<file path="src/hw/rtl/indexed_list_insert_delete_defines.svh">
// Assertion macros for the indexed list block.
`ifndef INDEXED_LIST_INSERT_DELETE_DEFINES_SVH
`define INDEXED_LIST_INSERT_DELETE_DEFINES_SVH

`ifndef NO_ASSERTIONS
// Check prop at every clock edge outside reset.
`define ILD_ASSERT(lbl, clk_sig, rst_sig, prop, msg) \
  lbl: assert property (@(posedge clk_sig) disable iff (rst_sig) prop) else $error(msg);
// Check prop at every clock edge, reset included.
`define ILD_ASSERT_ALWAYS(lbl, clk_sig, prop, msg) \
  lbl: assert property (@(posedge clk_sig) prop) else $error(msg);
`else
`define ILD_ASSERT(lbl, clk_sig, rst_sig, prop, msg)
`define ILD_ASSERT_ALWAYS(lbl, clk_sig, prop, msg)
`endif

`endif

</file>
<file path="src/hw/rtl/ild_pkg.sv">
package ild_pkg;

  localparam int unsigned DATA_W           = 32;
  localparam int unsigned POS_W            = 6;
  localparam int unsigned OP_W             = 3;
  localparam int unsigned STATUS_W         = 2;
  localparam int unsigned DEFAULT_CAPACITY = 32;

  typedef enum logic [OP_W-1:0] {
    OP_INS_FRONT = 3'd0,
    OP_INS_BACK  = 3'd1,
    OP_INS_AT    = 3'd2,
    OP_DEL_FRONT = 3'd3,
    OP_DEL_BACK  = 3'd4,
    OP_DEL_AT    = 3'd5,
    OP_READ      = 3'd6
  } op_e;

  typedef enum logic [STATUS_W-1:0] {
    STATUS_OK   = 2'd0,
    STATUS_BAD  = 2'd1,
    STATUS_FULL = 2'd2
  } status_e;

  typedef enum logic {
    ST_IDLE,
    ST_SCAN
  } state_e;

  typedef struct packed {
    logic [OP_W-1:0]          op;
    logic [POS_W-1:0]         position;
    logic signed [DATA_W-1:0] value_in;
  } req_t;

  typedef struct packed {
    logic [STATUS_W-1:0]      status;
    logic signed [DATA_W-1:0] value_out;
    logic [POS_W-1:0]         count_out;
  } rsp_t;

  // Per-cycle commands broadcast to every cell of the chain.
  typedef struct packed {
    logic ins;    // open a slot at pos, shift upper cells up
    logic del;    // close the slot at pos, shift upper cells down
    logic snap;   // copy each element into the read chain
    logic shift;  // move the read chain one cell toward cell 0
  } cell_ctrl_t;

endpackage

</file>
<file path="src/hw/rtl/indexed_list_insert_delete.sv">
// Channel  Signals                      Direction  Word
// req      req_valid, req_ready, req    in         op, position, value_in
// rsp      rsp_valid, rsp_ready, rsp    out        status, value_out, count_out
//
// Insert, delete, failed requests: the result word is registered and appears in the cycle after the request is taken.
// Read at position p: the read chain shifts one cell per cycle until entry p reaches cell 0.
// A new request is taken only in idle, when the result register is free or drains.
// Reset clears the count, state and result valid and holds req_ready low;
// element cells are not reset.
// A stalled rsp holds its word; the block waits without losing it.
`include "indexed_list_insert_delete_defines.svh"

module indexed_list_insert_delete #(
  parameter int unsigned CAPACITY = ild_pkg::DEFAULT_CAPACITY
) (
  input  logic          clk,
  input  logic          rst,
  input  logic          req_valid,
  output logic          req_ready,
  input  ild_pkg::req_t req,
  output logic          rsp_valid,
  input  logic          rsp_ready,
  output ild_pkg::rsp_t rsp
);
  import ild_pkg::*;

  localparam int unsigned CW = $clog2(CAPACITY + 1);
  localparam int unsigned PW = (CW > POS_W) ? CW : POS_W;

  // Element chain: elem[i] is list entry i, rd[] is the read shift line.
  logic signed [DATA_W-1:0] elem [CAPACITY];
  logic signed [DATA_W-1:0] rd   [CAPACITY];

  state_e        state, state_next;
  logic [CW-1:0] count;
  logic [CW-1:0] scan_cnt;
  cell_ctrl_t    ctrl;

  logic          accept;
  logic          slot_free;
  logic          is_ins, is_del, is_read;
  logic          req_ok;
  logic [PW-1:0] count_ext;
  logic [PW-1:0] eff_pos;
  logic [PW-1:0] new_count;
  status_e       status;
  logic          load_now;
  logic          load_scan;

  assign count_ext = PW'(count);
  assign slot_free = !rsp_valid || rsp_ready;
  assign accept    = req_valid && req_ready;

  // Decode the request and pick the effective position.
  always_comb begin
    is_ins  = 1'b0;
    is_del  = 1'b0;
    is_read = 1'b0;
    eff_pos = PW'(req.position);
    unique case (req.op)
      OP_INS_FRONT: begin
        is_ins  = 1'b1;
        eff_pos = '0;
      end
      OP_INS_BACK: begin
        is_ins  = 1'b1;
        eff_pos = count_ext;
      end
      OP_INS_AT: is_ins = 1'b1;
      OP_DEL_FRONT: begin
        is_del  = 1'b1;
        eff_pos = '0;
      end
      OP_DEL_BACK: begin
        is_del  = 1'b1;
        eff_pos = count_ext - PW'(1);
      end
      OP_DEL_AT: is_del  = 1'b1;
      OP_READ:   is_read = 1'b1;
      default: ;
    endcase
  end

  // Full wins over a bad position; an empty list fails every delete and read position.
  always_comb begin
    status = STATUS_BAD;
    if (is_ins) begin
      if (count == CW'(CAPACITY)) begin
        status = STATUS_FULL;
      end else if (eff_pos <= count_ext) begin
        status = STATUS_OK;
      end
    end else if (is_del || is_read) begin
      if (eff_pos < count_ext) begin
        status = STATUS_OK;
      end
    end
  end

  assign req_ok = (status == STATUS_OK);

  always_comb begin
    new_count = count_ext;
    if (req_ok && is_ins) begin
      new_count = count_ext + PW'(1);
    end else if (req_ok && is_del) begin
      new_count = count_ext - PW'(1);
    end
  end

  // Next state.
  always_comb begin
    state_next = state;
    unique case (state)
      ST_IDLE: begin
        if (accept && is_read && req_ok) begin
          state_next = ST_SCAN;
        end
      end
      ST_SCAN: begin
        if (scan_cnt == '0 && slot_free) begin
          state_next = ST_IDLE;
        end
      end
      default: state_next = ST_IDLE;
    endcase
  end

  // Outputs of the controller.
  always_comb begin
    req_ready  = 1'b0;
    ctrl       = '0;
    load_now   = 1'b0;
    load_scan  = 1'b0;
    unique case (state)
      ST_IDLE: begin
        req_ready = slot_free && !rst;
        ctrl.ins  = accept && is_ins && req_ok;
        ctrl.del  = accept && is_del && req_ok;
        ctrl.snap = accept && is_read && req_ok;
        load_now  = accept && !(is_read && req_ok);
      end
      ST_SCAN: begin
        ctrl.shift = (scan_cnt != '0);
        load_scan  = (scan_cnt == '0) && slot_free;
      end
      default: ;
    endcase
  end

  always_ff @(posedge clk) begin
    if (rst) begin
      state <= ST_IDLE;
      count <= '0;
    end else begin
      state <= state_next;
      if (ctrl.ins || ctrl.del) begin
        count <= new_count[CW-1:0];
      end
    end
  end

  // Hold the distance still to travel down the read chain.
  always_ff @(posedge clk) begin
    if (ctrl.snap) begin
      scan_cnt <= eff_pos[CW-1:0];
    end else if (ctrl.shift) begin
      scan_cnt <= scan_cnt - CW'(1);
    end
  end

  // Result register: parts the request side from the response side.
  always_ff @(posedge clk) begin
    if (rst) begin
      rsp_valid <= 1'b0;
    end else if (load_now || load_scan) begin
      rsp_valid <= 1'b1;
    end else if (rsp_ready) begin
      rsp_valid <= 1'b0;
    end
  end

  always_ff @(posedge clk) begin
    if (load_now) begin
      rsp.status    <= status;
      rsp.value_out <= '0;
      rsp.count_out <= new_count[POS_W-1:0];
    end else if (load_scan) begin
      rsp.status    <= STATUS_OK;
      rsp.value_out <= rd[0];
      rsp.count_out <= count_ext[POS_W-1:0];
    end
  end

  // Chain of element cells; each trades with its neighbors on insert, delete and read shift.
  for (genvar i = 0; i < CAPACITY; i++) begin : g_cell
    logic signed [DATA_W-1:0] left_elem, right_elem, right_rd;

    if (i == 0) begin : g_first
      assign left_elem = req.value_in;
    end else begin : g_mid
      assign left_elem = elem[i-1];
    end

    if (i == CAPACITY - 1) begin : g_last
      assign right_elem = '0;
      assign right_rd   = '0;
    end else begin : g_body
      assign right_elem = elem[i+1];
      assign right_rd   = rd[i+1];
    end

    ild_cell #(
      .CAPACITY (CAPACITY),
      .IDX      (i)
    ) u_cell (
      .clk        (clk),
      .ctrl       (ctrl),
      .pos        (eff_pos),
      .value_in   (req.value_in),
      .left_elem  (left_elem),
      .right_elem (right_elem),
      .right_rd   (right_rd),
      .elem       (elem[i]),
      .rd         (rd[i])
    );
  end

  `ILD_ASSERT(a_count_bound, clk, rst, count <= CW'(CAPACITY), "count above capacity")
  `ILD_ASSERT_ALWAYS(a_no_req_in_scan, clk, (state == ST_SCAN) |-> !req_ready, "ready in scan")
  `ILD_ASSERT(a_scan_step, clk, rst, ctrl.shift |=> scan_cnt == $past(scan_cnt) - CW'(1), "stuck")
  `ILD_ASSERT(a_read_enters_scan, clk, rst, ctrl.snap |=> state == ST_SCAN, "read not in scan")

endmodule

</file>
<file path="src/hw/rtl/ild_cell.sv">
module ild_cell #(
  parameter int unsigned CAPACITY = ild_pkg::DEFAULT_CAPACITY,
  parameter int unsigned IDX      = 0,
  localparam int unsigned CW = $clog2(CAPACITY + 1),
  localparam int unsigned PW = (CW > ild_pkg::POS_W) ? CW : ild_pkg::POS_W
) (
  input  logic                               clk,
  input  ild_pkg::cell_ctrl_t                ctrl,
  input  logic [PW-1:0]                      pos,
  input  logic signed [ild_pkg::DATA_W-1:0]  value_in,
  input  logic signed [ild_pkg::DATA_W-1:0]  left_elem,
  input  logic signed [ild_pkg::DATA_W-1:0]  right_elem,
  input  logic signed [ild_pkg::DATA_W-1:0]  right_rd,
  output logic signed [ild_pkg::DATA_W-1:0]  elem,
  output logic signed [ild_pkg::DATA_W-1:0]  rd
);
  import ild_pkg::*;

  localparam logic [PW-1:0] MY_IDX = PW'(IDX);

  always_ff @(posedge clk) begin
    if (ctrl.ins) begin
      if (MY_IDX > pos) begin
        elem <= left_elem;
      end else if (MY_IDX == pos) begin
        elem <= value_in;
      end
    end else if (ctrl.del) begin
      if (MY_IDX >= pos) begin
        elem <= right_elem;
      end
    end
  end

  always_ff @(posedge clk) begin
    if (ctrl.snap) begin
      rd <= elem;
    end else if (ctrl.shift) begin
      rd <= right_rd;
    end
  end

endmodule
</file>
<file path="config.mk">
export PLATFORM = sky130hd
export DESIGN_NAME = indexed_list_insert_delete
export DESIGN_NICKNAME = d
export VERILOG_FILES = /design/src/hw/rtl/ild_pkg.sv /design/src/hw/rtl/indexed_list_insert_delete.sv /design/src/hw/rtl/ild_cell.sv
export VERILOG_INCLUDE_DIRS = /design/src /design/src/hw/rtl
export SDC_FILE = /design/constraint.sdc
export NUM_CORES = 2
export LEC_CHECK = 0
export BUFFER_PORTS_ARGS = -buffer_cell sky130_fd_sc_hd__buf_4
export CAP_MARGIN = 10
export CORE_UTILIZATION = 31
export CTS_CLUSTER_SIZE = 8
export DETAILED_ROUTE_END_ITERATION = 10
export PLACE_DENSITY = 0.48
export SLEW_MARGIN = 5
export SYNTH_ARGS = -nofsm -noshare
export SYNTH_HDL_FRONTEND = slang
export SYNTH_SLANG_ARGS = --single-unit
</file>
<file path="constraint.sdc">
create_clock -name clk -period 27.4 [get_ports clk]
set_input_delay 2.74 -clock clk [delete_from_list [all_inputs] [get_ports clk]]
set_output_delay 2.74 -clock clk [all_outputs]
set_load 0.1 [all_outputs]
</file>
==> summary.txt <==
Setup path
  • Crit end category: flop
  • Critical Path AT: about 11 ns
  • Worst R2R Path Depth: 16
  • Critical Path Sink: g_cell[17].u_cell.elem[20]
  • Buf/Inv on CP: 7
  • Most used cell, CP: buf_4
  • Critical path launch point: req[40]
  • Crit-path cells: buf_4, nor2b_1, nand3_1, o221a_4, buf_4, inv_4, ha_1, and3_1, o21ai_0, a21boi_1, or3_4, buf_12, buf_12, buf_4, buf_4, nor3_1, a221o_1
  • Worst r2r src: count[0]
  • Startpoint types: input port
  • Stages on worst setup path: 17
  • Critical path class: in2reg
  • Worst r2r dst: g_cell[17].u_cell.elem[20]
  • Req. time, crit path: 27.98 ns
  • R2R Setup Slk: between 15 and 20 ns
  • Family with the most delay on the worst path: buffers and inverters
  • Crit-path max FO: 210
  • Max incr delay on CP: 0.88 ns
  • Slowest cell on crit path: buf_4

Timing
  • Max_slew headroom: -12.7%
  • Post-layout minimum cycle time: 10.64 ns
  • Fmax: ~94 MHz
  • Least-Margin Pin Slew: 1.69 ns
  • Max Slew Vio Count: approximately 110
  • Final period util: about two fifths
  • Final Hold Vio Count: 0
  • Final Worst Setup Slack: 16.76 ns
  • Endpoints failing setup: 0
  • Clock Skew: 0.0319 ns
  • Setup tns final: 0 ns
  • RSZ-0062 raised after global routing: no

CTS
  • Depth of the CTS H-tree: 5
  • Clock sink total: 2,102
  • Post-CTS setup buffers: 0
  • CTS tree: yes
  • Max clock buf depth: 4
  • Clk slew on worst S/H paths: 0.05 ns
  • Skew-Pair Late Insertion Delay: 0.86 ns
  • Hold-fix buffers, CTS: 0
  • CTS Buf Count: 304
  • Post-CTS Resized: 0
  • Clock root cell: clkbuf_16

Yosys
  • Post-synth EDFFs: 2,062
  • YS warnings: 0
  • Register area share after synthesis: 65.3%
  • Commonest register cell after synthesis: edfxtp_1
  • Syn Nets: 9,277
  • Syn Area/Cell: 10.4 um2
  • Synth Cell Area: 96,100 um2
  • Mapped Cells: between 9,000 and 10,000
  • Post-synth cell types: 67
  • Synth Register Bits: about 2,100
  • Async set-or-reset flop fraction in the synthesized netlist: 0%

Die
  • Core footprint: 309,000 um2
  • Die area: 312,000 um2
  • Die Y: 559 um
  • Num ports: 87
  • Rows: 204
  • Chip width: roughly 560 um
  • Initial Util: 31.1%

Finish
  • Layout cells sized above 1: 7.80%
  • Fin nets: 9,054
  • Multi-input gate area: 30,700 um2
  • Sequential cell area: about 63,000 um2
  • Fill cells: 30,841
  • Synth-to-layout area growth: 13.3%

Power
  • Leak pwr: 0.0394 uW
  • Pwr Density: 70.4 nW/um2
  • Worst vdd ir: about 0.051 mV

Route
  • Vias per cell: 5.52
  • Average wire per standard cell: approximately 26 um
  • Final ANT Viol Nets: 0
  • Detailed Route Iter0 Violations: between 8,000 and 9,000
  • Via count: 72,691
  • DRT Pass-1 Iters: 8
  • DRC Markers: 0
  • Final WL: between 300,000 and 400,000 um

GRT
  • Tot GR Track Use: about a fifth
  • Largest net degree at the start of global routing: 211
  • First-pass GRT wire length: 503,000 um
  • Initial antenna violation count: 9
  • Number of global-route vias before repair: 72,658
  • Overflow after GRT: 0

Hold path
  • Type of the most critical hold path: reg2reg

Outcome
  • Status: complete, but fails checks
  • Failing checks: max-slew violations

Place
  • Gpl congestion: 0.858
  • DP Worst Slack: about 16 ns
  • Post-DP HPWL: a little under 200,000 um
  • # port buffers: 86

Run
  • Max Cap Viol: 0
[how the worst min path moves through the flow]
stage | slack, ns | cells after the start | start | to
global placement | 0.45 | 2 | rsp[12] | rsp[12]
global route | 0.47 | 2 | rsp[31] | rsp[31]
CTS | 0.46 | 2 | rsp[23] | rsp[23]
finish | 0.45 | 2 | rsp[23] | rsp[23]
detailed placement | 0.45 | 2 | rsp[11] | rsp[11]
floorplan | 0.46 | 1 | count[5] | count[5]
[registers in the layout (all words and copies together) (netlist names)]
signal,flops
scan_cnt,6
state,1
g_cell.u_cell.rd,1024
g_cell.u_cell.elem,1024
rsp_valid,1
rsp,40
count,6
[tightest hold or removal path, delay by kind of cell (launching register included)]
| family | cells | cell delay [ns] |
|---|---|---|
| flops | 1 | 0.30 |
| simple gates | 1 | 0.05 |
| compound gates | 1 | 0.05 |
[cell usage after synthesis, types with 8 or more instances]
cell,number,area [um2]
nand2_1,4026,15100
edfxtp_1,2062,61900
o211ai_1,776,5830
nand3_1,639,3200
clkbuf_1,609,2290
nand4_1,197,1230
buf_2,136,681
nor3_1,111,556
o21ai_0,103,515
a221o_1,96,961
nor2_1,74,278
a21oi_1,47,235
mux2i_1,41,410
dfxtp_1,40,801
and2_1,37,231
a31oi_1,36,225
o211ai_2,26,325
inv_1,20,75.1
buf_1,15,56.3
ha_1,10,125
buf_6,9,101
nor3b_1,8,60.1
[layout by cell type, fill, tap and decap left out, types with 22 or more instances in the layout]
master	instances
nand2_1	4003
edfxtp_1	2062
o211ai_1	776
nand3_1	639
clkbuf_16	310
buf_4	228
nand4_1	197
o21ai_0	103
nor3_1	98
a221o_1	96
nor2_1	56
a21oi_1	43
mux2i_1	41
dfxtp_1	40
and2_1	35
a31oi_1	33
clkbuf_1	32
o211ai_2	26
nand2_2	22
[metrics by stage]
step                utilization, %  cells  power (uW)  area (um2)  hold WS, ns
floorplan                        -   9222        4090       96100        0.462
global placement              32.6  12811        4320      101000        0.449
detailed placement            32.7  12813        4320      101000        0.450
CTS                           35.3  13169        7720      109000        0.457
global route                  35.3  13173        7860      109000        0.472
finish                        35.3  13173        7660      109000        0.453
[power breakdown]
| group | switching, uW | total (uW) | internal, uW | leakage (uW) |
|---|---|---|---|---|
| clock network | 1390 | 3400 | 2000 | 0.00394 |
| registers | 47.0 | 3660 | 3610 | 0.0190 |
| logic | 482 | 604 | 122 | 0.0164 |
| total | 1920 | 7660 | 5740 | 0.0394 |
[layer usage]
metal  track usage (%)  up-vias  wire, um
met5                 0        -        13
met4              8.10        2     12400
met3              3.32      486     24200
met2              33.0     3028    154000
met1              30.0    36899    148000
li1                  -    32276         -
[final cells by class]
class / count / area share (%)
multi-input cells: 6321 / 28.2
inverters: 24 / 0.0851
clock inverters: 14 / 0.154
well taps: 4120 / 4.74
diodes: 4 / 0.00920
clock buffers: 342 / 7.24
flip-flops and latches: 2102 / 57.6
repair buffers: 246 / 1.90
[logic make-up (layout without fill, tap and decap cells)]
group                      after synthesis  count (layout)  share of synthesized area (%)
and+or+nand+nor                       5130            5130                           21.8
DFF                                   2102            2102                           65.3
AOI/OAI and AO/OA                     1132            1132                           8.86
buffers and inverters                  799             626                           3.39
muxes                                   44              44                          0.462
adders and majority gates               10              10                          0.130
xor gates and xnor gates                 5               5                         0.0456
other                                    0               4                              0
Power figures use the tool's default switching activity.
